--- config.mk ---
export PLATFORM = sky130hd
export DESIGN_NAME = line_segment_rect_clipper_flat
export DESIGN_NICKNAME = d
export VERILOG_FILES = /design/src/sv/lsrc_pkg.sv /design/src/sv/lsrc_if.sv /design/src/sv/lsrc_muldiv.sv /design/src/sv/line_segment_rect_clipper.sv /design/src/flat_wrapper.sv
export SDC_FILE = /design/constraint.sdc
export NUM_CORES = 1
export LEC_CHECK = 0
export ABC_CLOCK_PERIOD_IN_PS = 9900
export BUFFER_PORTS_ARGS = -buffer_cell sky130_fd_sc_hd__buf_2
export CORE_MARGIN = 10
export CORE_UTILIZATION = 62
export CTS_BUF_LIST = sky130_fd_sc_hd__clkbuf_8 sky130_fd_sc_hd__clkbuf_16
export DETAILED_ROUTE_END_ITERATION = 10
export PLACE_DENSITY = 0.82
export SYNTH_ARGS = -nofsm -noshare
export SYNTH_HDL_FRONTEND = slang
export SYNTH_SLANG_ARGS = --single-unit
--- constraint.sdc ---
create_clock -name clk -period 9.9 [get_ports clk]
set_input_delay 0 -clock clk [delete_from_list [all_inputs] [get_ports clk]]
set_output_delay 0 -clock clk [all_outputs]
set_load 0.1 [all_outputs]
--- src/sv/lsrc_pkg.sv ---
package lsrc_pkg;

  // coordinate format, Q12.4 signed
  localparam int COORD_W = 16;
  localparam int FRAC_BITS = 4;
  localparam int SPAN_W = COORD_W - 1;
  // window edges need one more bit: left plus width can pass the coordinate range
  localparam int EDGE_W = COORD_W + 1;
  // magnitudes of differences that the clip loop feeds the divider
  localparam int MAG_W = COORD_W;
  localparam int CNT_W = $clog2(MAG_W);

  localparam int MAX_PASSES = 4;
  localparam int PASS_W = $clog2(MAX_PASSES + 1);

  // apb register map
  localparam int CFG_DATA_W = 32;
  localparam int CFG_ADDR_W = 4;

  typedef logic signed [COORD_W-1:0] coord_t;
  typedef logic [SPAN_W-1:0] span_t;
  typedef logic signed [EDGE_W-1:0] edge_t;
  typedef logic [MAG_W-1:0] mag_t;
  typedef logic [3:0] outcode_t;

  localparam outcode_t OC_LEFT = 4'b0001;
  localparam outcode_t OC_RIGHT = 4'b0010;
  localparam outcode_t OC_BOTTOM = 4'b0100;
  localparam outcode_t OC_TOP = 4'b1000;

  typedef enum logic [1:0] {
    REG_WIN_LEFT = 2'd0,
    REG_WIN_TOP = 2'd1,
    REG_WIN_WIDTH = 2'd2,
    REG_WIN_HEIGHT = 2'd3
  } cfg_reg_t;

  typedef enum logic [1:0] {
    CL_IDLE,
    CL_DECIDE,
    CL_WAIT
  } clip_state_t;

  typedef enum logic [1:0] {
    MD_IDLE,
    MD_MUL,
    MD_DIV
  } md_state_t;

  // request to the multiply-divide unit: mag_a * mag_b / divisor
  typedef struct packed {
    logic go;
    mag_t mag_a;
    mag_t mag_b;
    mag_t divisor;
  } md_req_t;

  typedef struct packed {
    logic done;
    mag_t quot;
  } md_rsp_t;

  function automatic edge_t edge_add(coord_t base, span_t span);
    edge_add = edge_t'(base) + edge_t'({1'b0, span});
  endfunction

  // region code of one point; points on an edge count as inside
  function automatic outcode_t outcode(coord_t x, coord_t y, coord_t left, coord_t top,
                                       span_t width, span_t height);
    outcode_t c;
    c = '0;
    if (x < left) begin
      c = c | OC_LEFT;
    end else if (edge_t'(x) > edge_add(left, width)) begin
      c = c | OC_RIGHT;
    end
    if (y < top) begin
      c = c | OC_TOP;
    end else if (edge_t'(y) > edge_add(top, height)) begin
      c = c | OC_BOTTOM;
    end
    outcode = c;
  endfunction

endpackage

--- src/sv/lsrc_if.sv ---
interface lsrc_seg_if;
  logic valid;
  logic ready;
  lsrc_pkg::coord_t start_x;
  lsrc_pkg::coord_t start_y;
  lsrc_pkg::coord_t end_x;
  lsrc_pkg::coord_t end_y;

  modport source (output valid, output start_x, output start_y, output end_x,
                  output end_y, input ready);
  modport sink (input valid, input start_x, input start_y, input end_x,
                input end_y, output ready);
endinterface

interface lsrc_res_if;
  logic valid;
  logic ready;
  logic accepted;
  lsrc_pkg::coord_t clip_start_x;
  lsrc_pkg::coord_t clip_start_y;
  lsrc_pkg::coord_t clip_end_x;
  lsrc_pkg::coord_t clip_end_y;

  modport source (output valid, output accepted, output clip_start_x, output clip_start_y,
                  output clip_end_x, output clip_end_y, input ready);
  modport sink (input valid, input accepted, input clip_start_x, input clip_start_y,
                input clip_end_x, input clip_end_y, output ready);
endinterface

--- src/sv/lsrc_muldiv.sv ---
module lsrc_muldiv (
  input  logic              clk,
  input  logic              rst,
  input  lsrc_pkg::md_req_t req,
  output lsrc_pkg::md_rsp_t rsp
);

  lsrc_pkg::md_state_t state;
  lsrc_pkg::md_state_t state_next;
  logic [lsrc_pkg::CNT_W-1:0] count;
  logic last_step;
  logic done;

  // shared product / remainder register: hi:lo
  lsrc_pkg::mag_t hi;
  lsrc_pkg::mag_t lo;
  lsrc_pkg::mag_t mag_a;
  lsrc_pkg::mag_t divisor;

  logic [lsrc_pkg::MAG_W:0] mul_sum;
  logic [lsrc_pkg::MAG_W:0] div_rem;
  logic [lsrc_pkg::MAG_W:0] div_diff;
  logic div_ge;

  assign last_step = (count == lsrc_pkg::CNT_W'(lsrc_pkg::MAG_W - 1));

  // one multiplier bit per cycle, lsb first
  assign mul_sum = {1'b0, hi} + (lo[0] ? {1'b0, mag_a} : '0);

  // one quotient bit per cycle, restoring
  assign div_rem = {hi, lo[lsrc_pkg::MAG_W-1]};
  assign div_diff = div_rem - {1'b0, divisor};
  assign div_ge = (div_rem >= {1'b0, divisor});

  always_comb begin
    state_next = state;
    unique case (state)
      lsrc_pkg::MD_IDLE: begin
        if (req.go) begin
          state_next = lsrc_pkg::MD_MUL;
        end
      end
      lsrc_pkg::MD_MUL: begin
        if (last_step) begin
          state_next = lsrc_pkg::MD_DIV;
        end
      end
      lsrc_pkg::MD_DIV: begin
        if (last_step) begin
          state_next = lsrc_pkg::MD_IDLE;
        end
      end
      default: begin
        state_next = lsrc_pkg::MD_IDLE;
      end
    endcase
  end

  always_comb begin
    rsp.done = done;
    // zero divisor gives a zero quotient
    rsp.quot = (divisor == '0) ? '0 : lo;
  end

  always_ff @(posedge clk) begin
    if (rst) begin
      state <= lsrc_pkg::MD_IDLE;
      count <= '0;
      done <= 1'b0;
    end else begin
      state <= state_next;
      done <= (state == lsrc_pkg::MD_DIV) && last_step;
      if (state == lsrc_pkg::MD_IDLE || last_step) begin
        count <= '0;
      end else begin
        count <= count + 1'b1;
      end
    end
  end

  always_ff @(posedge clk) begin
    unique case (state)
      lsrc_pkg::MD_IDLE: begin
        if (req.go) begin
          hi <= '0;
          lo <= req.mag_b;
          mag_a <= req.mag_a;
          divisor <= req.divisor;
        end
      end
      lsrc_pkg::MD_MUL: begin
        hi <= mul_sum[lsrc_pkg::MAG_W:1];
        lo <= {mul_sum[0], lo[lsrc_pkg::MAG_W-1:1]};
      end
      lsrc_pkg::MD_DIV: begin
        hi <= div_ge ? div_diff[lsrc_pkg::MAG_W-1:0] : div_rem[lsrc_pkg::MAG_W-1:0];
        lo <= {lo[lsrc_pkg::MAG_W-2:0], div_ge};
      end
      default: begin
        hi <= hi;
      end
    endcase
  end

endmodule

--- src/sv/line_segment_rect_clipper.sv ---
// Cohen-Sutherland clipper for one segment per item against the window set over APB
// (win_left, win_top at byte addresses 0, 4 in Q12.4; win_width, win_height at 8, 12 in unsigned Q11.4).
// An item makes P edge moves, 0 to 4, between acceptance and its result. Each
// move takes a decision, a 16-step shift-add multiply and a 16-step restoring
// divide in a bit-serial unit, and a write-back of the moved point. One segment
// is clipped at a time.
// The result sits in an output register, so the next segment is accepted while a
// result waits to be taken.
// Rejected segments (no overlap, or still unresolved after four moves) return
// accepted = 0 with all coordinates zero. Points on a window edge count as inside.
module line_segment_rect_clipper (
  input  logic                              clk,
  input  logic                              rst,
  // configuration
  input  logic                              psel,
  input  logic                              penable,
  input  logic                              pwrite,
  input  logic [lsrc_pkg::CFG_ADDR_W-1:0]   paddr,
  input  logic [lsrc_pkg::CFG_DATA_W-1:0]   pwdata,
  output logic [lsrc_pkg::CFG_DATA_W-1:0]   prdata,
  output logic                              pready,
  // segments in, clip results out
  lsrc_seg_if.sink                          segment,
  lsrc_res_if.source                        result
);

  // window registers
  lsrc_pkg::coord_t win_left;
  lsrc_pkg::coord_t win_top;
  lsrc_pkg::span_t win_width;
  lsrc_pkg::span_t win_height;
  lsrc_pkg::cfg_reg_t cfg_sel;
  logic cfg_write;

  // working endpoints
  lsrc_pkg::coord_t x0;
  lsrc_pkg::coord_t y0;
  lsrc_pkg::coord_t x1;
  lsrc_pkg::coord_t y1;
  logic [lsrc_pkg::PASS_W-1:0] pass;

  // move in flight
  logic move_end;       // moving the second endpoint
  logic horiz;          // edge is top or bottom: y is fixed, x is solved
  logic neg;
  lsrc_pkg::coord_t edge_val;
  lsrc_pkg::coord_t base;

  lsrc_pkg::clip_state_t state;
  lsrc_pkg::clip_state_t state_next;

  // result register
  logic out_valid;
  logic out_accepted;
  lsrc_pkg::coord_t out_sx;
  lsrc_pkg::coord_t out_sy;
  lsrc_pkg::coord_t out_ex;
  lsrc_pkg::coord_t out_ey;

  lsrc_pkg::md_req_t md_req;
  lsrc_pkg::md_rsp_t md_rsp;

  lsrc_pkg::outcode_t c0;
  lsrc_pkg::outcode_t c1;
  lsrc_pkg::outcode_t co;
  logic accept_now;
  logic reject_now;
  logic resolved;
  logic out_free;
  logic take_in;
  logic load_out;
  logic md_go;

  // setup of one move
  logic co_horiz;
  lsrc_pkg::edge_t co_edge;
  lsrc_pkg::coord_t p0;
  lsrc_pkg::coord_t p1;
  lsrc_pkg::coord_t q0;
  lsrc_pkg::coord_t q1;
  logic signed [lsrc_pkg::EDGE_W-1:0] d_diff;
  logic signed [lsrc_pkg::EDGE_W:0] n_diff;
  logic signed [lsrc_pkg::EDGE_W-1:0] den_diff;
  logic signed [lsrc_pkg::EDGE_W-1:0] d_abs;
  logic signed [lsrc_pkg::EDGE_W:0] n_abs;
  logic signed [lsrc_pkg::EDGE_W-1:0] den_abs;

  // completion of one move
  lsrc_pkg::coord_t q_signed;
  lsrc_pkg::coord_t new_p;
  lsrc_pkg::coord_t new_x;
  lsrc_pkg::coord_t new_y;

  // ---------------------------------------------------------------- config port
  assign pready = 1'b1;
  assign cfg_sel = lsrc_pkg::cfg_reg_t'(paddr[3:2]);
  assign cfg_write = psel && penable && pwrite;

  always_comb begin
    unique case (cfg_sel)
      lsrc_pkg::REG_WIN_LEFT: prdata = lsrc_pkg::CFG_DATA_W'(win_left);
      lsrc_pkg::REG_WIN_TOP: prdata = lsrc_pkg::CFG_DATA_W'(win_top);
      lsrc_pkg::REG_WIN_WIDTH: prdata = lsrc_pkg::CFG_DATA_W'(win_width);
      lsrc_pkg::REG_WIN_HEIGHT: prdata = lsrc_pkg::CFG_DATA_W'(win_height);
      default: prdata = '0;
    endcase
  end

  always_ff @(posedge clk) begin
    if (rst) begin
      win_left <= '0;
      win_top <= '0;
      win_width <= '0;
      win_height <= '0;
    end else if (cfg_write) begin
      unique case (cfg_sel)
        lsrc_pkg::REG_WIN_LEFT: win_left <= pwdata[lsrc_pkg::COORD_W-1:0];
        lsrc_pkg::REG_WIN_TOP: win_top <= pwdata[lsrc_pkg::COORD_W-1:0];
        lsrc_pkg::REG_WIN_WIDTH: win_width <= pwdata[lsrc_pkg::SPAN_W-1:0];
        lsrc_pkg::REG_WIN_HEIGHT: win_height <= pwdata[lsrc_pkg::SPAN_W-1:0];
        default: win_left <= win_left;
      endcase
    end
  end

  // ---------------------------------------------------------------- decision
  assign c0 = lsrc_pkg::outcode(x0, y0, win_left, win_top, win_width, win_height);
  assign c1 = lsrc_pkg::outcode(x1, y1, win_left, win_top, win_width, win_height);
  assign accept_now = ((c0 | c1) == '0);
  // shared outside bit, or the move budget is spent
  assign reject_now = !accept_now &&
                      (((c0 & c1) != '0) || (pass == lsrc_pkg::PASS_W'(lsrc_pkg::MAX_PASSES)));
  assign resolved = accept_now || reject_now;
  assign out_free = !out_valid || result.ready;

  // first endpoint if outside, else the second
  assign co = (c0 != '0) ? c0 : c1;
  assign co_horiz = ((co & (lsrc_pkg::OC_TOP | lsrc_pkg::OC_BOTTOM)) != '0);

  // edge priority top, bottom, right, left
  always_comb begin
    if ((co & lsrc_pkg::OC_TOP) != '0) begin
      co_edge = lsrc_pkg::edge_t'(win_top);
    end else if ((co & lsrc_pkg::OC_BOTTOM) != '0) begin
      co_edge = lsrc_pkg::edge_add(win_top, win_height);
    end else if ((co & lsrc_pkg::OC_RIGHT) != '0) begin
      co_edge = lsrc_pkg::edge_add(win_left, win_width);
    end else begin
      co_edge = lsrc_pkg::edge_t'(win_left);
    end
  end

  // p is the solved axis, q the axis fixed by the edge;
  // p = p0 + (p1 - p0) * (edge - q0) / (q1 - q0), always from the first endpoint
  assign p0 = co_horiz ? x0 : y0;
  assign p1 = co_horiz ? x1 : y1;
  assign q0 = co_horiz ? y0 : x0;
  assign q1 = co_horiz ? y1 : x1;

  assign d_diff = lsrc_pkg::edge_t'(p1) - lsrc_pkg::edge_t'(p0);
  assign n_diff = (lsrc_pkg::EDGE_W + 1)'(co_edge) - (lsrc_pkg::EDGE_W + 1)'(q0);
  assign den_diff = lsrc_pkg::edge_t'(q1) - lsrc_pkg::edge_t'(q0);

  assign d_abs = d_diff[lsrc_pkg::EDGE_W-1] ? -d_diff : d_diff;
  assign n_abs = n_diff[lsrc_pkg::EDGE_W] ? -n_diff : n_diff;
  assign den_abs = den_diff[lsrc_pkg::EDGE_W-1] ? -den_diff : den_diff;

  // the edge lies between the two q values, so every magnitude fits MAG_W bits
  assign md_req.go = md_go;
  assign md_req.mag_a = d_abs[lsrc_pkg::MAG_W-1:0];
  assign md_req.mag_b = n_abs[lsrc_pkg::MAG_W-1:0];
  assign md_req.divisor = den_abs[lsrc_pkg::MAG_W-1:0];

  lsrc_muldiv u_muldiv (
    .clk (clk),
    .rst (rst),
    .req (md_req),
    .rsp (md_rsp)
  );

  // ---------------------------------------------------------------- move result
  assign q_signed = neg ? -lsrc_pkg::coord_t'(md_rsp.quot) : lsrc_pkg::coord_t'(md_rsp.quot);
  assign new_p = base + q_signed;
  assign new_x = horiz ? new_p : edge_val;
  assign new_y = horiz ? edge_val : new_p;

  // ---------------------------------------------------------------- control
  always_comb begin
    state_next = state;
    unique case (state)
      lsrc_pkg::CL_IDLE: begin
        if (segment.valid) begin
          state_next = lsrc_pkg::CL_DECIDE;
        end
      end
      lsrc_pkg::CL_DECIDE: begin
        if (resolved) begin
          if (out_free) begin
            state_next = lsrc_pkg::CL_IDLE;
          end
        end else begin
          state_next = lsrc_pkg::CL_WAIT;
        end
      end
      lsrc_pkg::CL_WAIT: begin
        if (md_rsp.done) begin
          state_next = lsrc_pkg::CL_DECIDE;
        end
      end
      default: begin
        state_next = lsrc_pkg::CL_IDLE;
      end
    endcase
  end

  always_comb begin
    take_in = 1'b0;
    load_out = 1'b0;
    md_go = 1'b0;
    unique case (state)
      lsrc_pkg::CL_IDLE: begin
        take_in = 1'b1;
      end
      lsrc_pkg::CL_DECIDE: begin
        load_out = resolved && out_free;
        md_go = !resolved;
      end
      lsrc_pkg::CL_WAIT: begin
        md_go = 1'b0;
      end
      default: begin
        take_in = 1'b0;
      end
    endcase
  end

  assign segment.ready = take_in;

  always_ff @(posedge clk) begin
    if (rst) begin
      state <= lsrc_pkg::CL_IDLE;
      out_valid <= 1'b0;
    end else begin
      state <= state_next;
      if (load_out) begin
        out_valid <= 1'b1;
      end else if (result.ready) begin
        out_valid <= 1'b0;
      end
    end
  end

  // working endpoints and move bookkeeping
  always_ff @(posedge clk) begin
    if (take_in && segment.valid) begin
      x0 <= segment.start_x;
      y0 <= segment.start_y;
      x1 <= segment.end_x;
      y1 <= segment.end_y;
      pass <= '0;
    end else if (md_go) begin
      move_end <= (c0 == '0);
      horiz <= co_horiz;
      neg <= d_diff[lsrc_pkg::EDGE_W-1] ^ n_diff[lsrc_pkg::EDGE_W] ^
             den_diff[lsrc_pkg::EDGE_W-1];
      edge_val <= co_edge[lsrc_pkg::COORD_W-1:0];
      base <= p0;
    end else if (state == lsrc_pkg::CL_WAIT && md_rsp.done) begin
      pass <= pass + 1'b1;
      if (move_end) begin
        x1 <= new_x;
        y1 <= new_y;
      end else begin
        x0 <= new_x;
        y0 <= new_y;
      end
    end
  end

  // result payload; rejected segments report zero coordinates
  always_ff @(posedge clk) begin
    if (load_out) begin
      out_accepted <= accept_now;
      out_sx <= accept_now ? x0 : '0;
      out_sy <= accept_now ? y0 : '0;
      out_ex <= accept_now ? x1 : '0;
      out_ey <= accept_now ? y1 : '0;
    end
  end

  assign result.valid = out_valid;
  assign result.accepted = out_accepted;
  assign result.clip_start_x = out_sx;
  assign result.clip_start_y = out_sy;
  assign result.clip_end_x = out_ex;
  assign result.clip_end_y = out_ey;

endmodule
--- src/flat_wrapper.sv ---
// flat-port wrapper written by rule: the top's interface ports become plain ports
module line_segment_rect_clipper_flat 
  (clk, rst, psel, penable, pwrite, paddr, pwdata, prdata, pready, segment_valid, segment_start_x, segment_start_y, segment_end_x, segment_end_y, segment_ready, result_valid, result_accepted, result_clip_start_x, result_clip_start_y, result_clip_end_x, result_clip_end_y, result_ready);
  lsrc_seg_if segment_i ();
  lsrc_res_if result_i ();
  input  logic clk;
  input  logic rst;
  input  logic psel;
  input  logic penable;
  input  logic pwrite;
  input  logic [lsrc_pkg::CFG_ADDR_W-1:0] paddr;
  input  logic [lsrc_pkg::CFG_DATA_W-1:0] pwdata;
  output logic [lsrc_pkg::CFG_DATA_W-1:0] prdata;
  output logic pready;
  input wire logic [$bits(segment_i.valid)-1:0] segment_valid;
  input wire logic [$bits(segment_i.start_x)-1:0] segment_start_x;
  input wire logic [$bits(segment_i.start_y)-1:0] segment_start_y;
  input wire logic [$bits(segment_i.end_x)-1:0] segment_end_x;
  input wire logic [$bits(segment_i.end_y)-1:0] segment_end_y;
  output wire logic [$bits(segment_i.ready)-1:0] segment_ready;
  output wire logic [$bits(result_i.valid)-1:0] result_valid;
  output wire logic [$bits(result_i.accepted)-1:0] result_accepted;
  output wire logic [$bits(result_i.clip_start_x)-1:0] result_clip_start_x;
  output wire logic [$bits(result_i.clip_start_y)-1:0] result_clip_start_y;
  output wire logic [$bits(result_i.clip_end_x)-1:0] result_clip_end_x;
  output wire logic [$bits(result_i.clip_end_y)-1:0] result_clip_end_y;
  input wire logic [$bits(result_i.ready)-1:0] result_ready;
  assign segment_i.valid = segment_valid;
  assign segment_i.start_x = segment_start_x;
  assign segment_i.start_y = segment_start_y;
  assign segment_i.end_x = segment_end_x;
  assign segment_i.end_y = segment_end_y;
  assign segment_ready = segment_i.ready;
  assign result_valid = result_i.valid;
  assign result_accepted = result_i.accepted;
  assign result_clip_start_x = result_i.clip_start_x;
  assign result_clip_start_y = result_i.clip_start_y;
  assign result_clip_end_x = result_i.clip_end_x;
  assign result_clip_end_y = result_i.clip_end_y;
  assign result_i.ready = result_ready;
  line_segment_rect_clipper u_core (.clk(clk), .rst(rst), .psel(psel), .penable(penable), .pwrite(pwrite), .paddr(paddr), .pwdata(pwdata), .prdata(prdata), .pready(pready), .segment(segment_i), .result(result_i));
endmodule
==> impl_metrics.toml <==
[floorplanning]
die_h_um = 217
core_area_um2 = 38600
io_pins = 207
die-width_um = 217
start_util_pct = 62.6
die-area_um2 = 47300
rows = 72

[cells_and_area]
layout_commonest_cell = "nand2_1"
layout_common_cells = "290 x nand2_1, 258 x nor2_1, 250 x ha_1"
seq_area_um2 = 8350
nFillCells = 2796
diodes = 0
drive_above_1_share_pct = 12.3
finalNonFillerCells = 3448
layout-area-overhead-vs-synth_pct = 14.7
multiInputGateArea_um2 = 14700
fin_nets = 3266

[worst_setup_path]
worst-setup-path-type = "flip-flop to flip-flop"
critPathSlowestCell = "a221oi_1"
arrival_ns = 9.92
end_kind = "flip-flop"
max_stage_delay_ns = 0.73
required_ns = 10.32
startpoint_type = "flip-flop"
path_max_fanout = 8

[pwr]
p_leak_nw = 11.7
ir_drop_mv = 0.285
powerDensity_nw_per_um2 = 425

[route]
firstDrtPassIters = 6
drc_errors = 0
wl_um = 86100
vias = 22400
drtIter0Drc = 2769
ant_nets = 0
wl_per_cell_um = 25.0
viasPerCell = 6.49

[placed_design]
io_buffers = 187
place_hpwl_um = 64900
gp_routability_congestion = 1.00
dp_cells = 3298

[sta]
hold_viol = 0
fmax_ghz = 0.105
hold_slack_ns = 0.0677
period_minus_slack_ns = 9.50
finClkSkew_ns = 0.0272
drv_slew = 0
tightestPinTransition_ns = 1.17
period_share_pct = 96.0
slew_headroom_pct = 21.6
setup_viol = 0

[synthesis]
ys_ff_latch = 303
ys_types = 99
yosysWarnings = 0
yosysSeqAreaShare_pct = 34.5
netlist_area_um2 = 24200
synth_edf_count = 228
synth_ff_type = "edfxtp_1"
synth_nets = 3042
async_reset_ff_share_pct = 0
syn_area_per_cell_um2 = 9.03
synthCells = 2677

[grt]
grt_pass1_wl_um = 130000
grt_pass1_vias = 21700
grt_max_degree = 78
grt_usage_pct = 35.6
grt_overflow = 0
antenna_found_initial = 2

[status]
status = "finished clean"

[clock_network]
h-tree-depth = 2
clkSinkCount = 303
worstSkewPairLatency_ns = 0.57
cts.path.max_buffers = 3
cts_buffers = 37
tritoncts = "done"
cts.clk_slew.worst_paths_ns = 0.07
root_buffer = "clkbuf_16"

[run]
drv_cap = 0

[hold_path]
worstHoldPathType = "primary input to flip-flop"
-- cell usage after synthesis, types with 27 or more instances --
master	number	area share (%)
nand2_1	291	4.5
nor2_1	258	4.0
ha_1	250	13
edfxtp_1	228	28
a21oi_1	197	4.1
inv_1	176	2.7
o21ai_0	102	2.1
xnor2_1	101	3.7
and2_1	96	2.5
clkbuf_1	82	1.3
mux2i_1	78	3.2
dfxtp_1	75	6.2
a21o_1	61	1.9
xor2_1	52	1.9
o21a_1	51	1.6
nor3_1	38	0.79
o211ai_1	34	1.1
nand3_1	33	0.68
o21bai_1	31	0.96
nand4_1	27	0.70
o22ai_1	27	0.70
-- worst paths after layout --
check                                                          from                                    end  slack [ns]  cells past startpoint
worst min-delay path                                            rst  u_core.u_muldiv.state[1]$_SDFFE_PP0P_        0.07                      3
worst max-delay path                u_core.win_left[1]$_SDFFE_PP0P_       u_core.u_muldiv.lo[13]$_DFFE_PP_        0.40                     35
worst max register to register      u_core.win_left[1]$_SDFFE_PP0P_       u_core.u_muldiv.lo[13]$_DFFE_PP_        0.40                     35
worst min register to register  u_core.u_muldiv.count[0]$_SDFF_PP0_    u_core.u_muldiv.count[0]$_SDFF_PP0_        0.45                      1
-- cell type report --
class	instances	share of cell area [%]
sequential	303	30.1
inverter	177	2.44
clock inverter	26	1.05
multi-input combinational	2079	53.1
timing repair buffer	303	7.30
clock buffer	42	3.71
tap	518	2.34
-- cells by family (layout without fill, tap and decap cells) --
| kind of cell | Yosys count | after routing | synth area share, % |
|---|---|---|---|
| AND/OR/NAND/NOR | 888 | 888 | 17.4 |
| multiplexers | 101 | 101 | 5.02 |
| other | 1 | 1 | 0.0155 |
| flip-flops | 303 | 303 | 34.5 |
| AO/OA/AOI/OAI | 670 | 670 | 18.6 |
| buffers and inverters | 295 | 548 | 4.95 |
| XOR/XNOR | 154 | 154 | 5.61 |
| adder cells (fa/ha/maj) | 265 | 265 | 13.9 |
-- routing by layer --
layer	vias to the layer above	GRT usage (%)	routed length, µm
li1	10100	-	-
met3	297	6.71	8890
met5	-	0	11
met4	2	19.8	5530
met1	10700	46.2	33800
met2	1310	55.0	37900
-- report_power, final --
group | internal [mW] | leakage (nW) | switching [mW]
clock | 0.887 | 0.653 | 0.600
sequential | 2.12 | 2.71 | 0.533
combinational | 2.86 | 8.34 | 4.79
-- metrics by stage --
step | area (µm²) | power, mW | worst slack, ns | TNS [ns] | utilization, %
after floorplan | 24200 | 8.00 | 1.10 | 0 | -
after global placement | 25500 | 9.74 | 0.611 | 0 | 66.1
after detailed placement | 25500 | 9.99 | 0.318 | 0 | 66.1
after CTS | 27700 | 11.6 | 0.259 | 0 | 71.6
after global routing | 27700 | 12.5 | -0.0738 | -0.208 | 71.8
final | 27700 | 11.8 | 0.400 | 0 | 71.8
-- state kept, by name, indices dropped and copies added (netlist names), 2 cells and up --
name                        cells
u_core.result.clip_end_x       16
u_core.x1                      16
u_core.win_top                 16
u_core.u_muldiv.count           4
u_core.u_muldiv.state           2
u_core.base                    16
u_core.y0                      16
u_core.y1                      16
u_core.win_width               15
u_core.result.clip_start_y     16
u_core.edge_val                16
u_core.win_height              15
u_core.u_muldiv.divisor        16
u_core.win_left                16
u_core.result.clip_end_y       16
u_core.x0                      16
u_core.u_muldiv.mag_a          16
u_core.u_muldiv.lo             16
u_core.u_muldiv.hi             16
u_core.pass                     3
u_core.state                    2
u_core.result.clip_start_x     16
-- worst max-delay path, delay by kind of cell (launching register included) --
kind / cells / cell delay [ns]
XOR/XNOR: 1 / 0.19
flip-flops: 1 / 0.41
AO/OA/AOI/OAI: 18 / 4.88
AND/OR/NAND/NOR: 11 / 2.50
multiplexers: 2 / 0.41
adder cells (fa/ha/maj): 3 / 0.95
-- what timing repair did --
action,in CTS,in global routing
setup buffers,0,1
hold buffers,81,0
resized for setup,0,10
endpoints found under the setup margin,0,44
endpoints found under the hold margin,129,0
(Power assumes the default switching activity.)
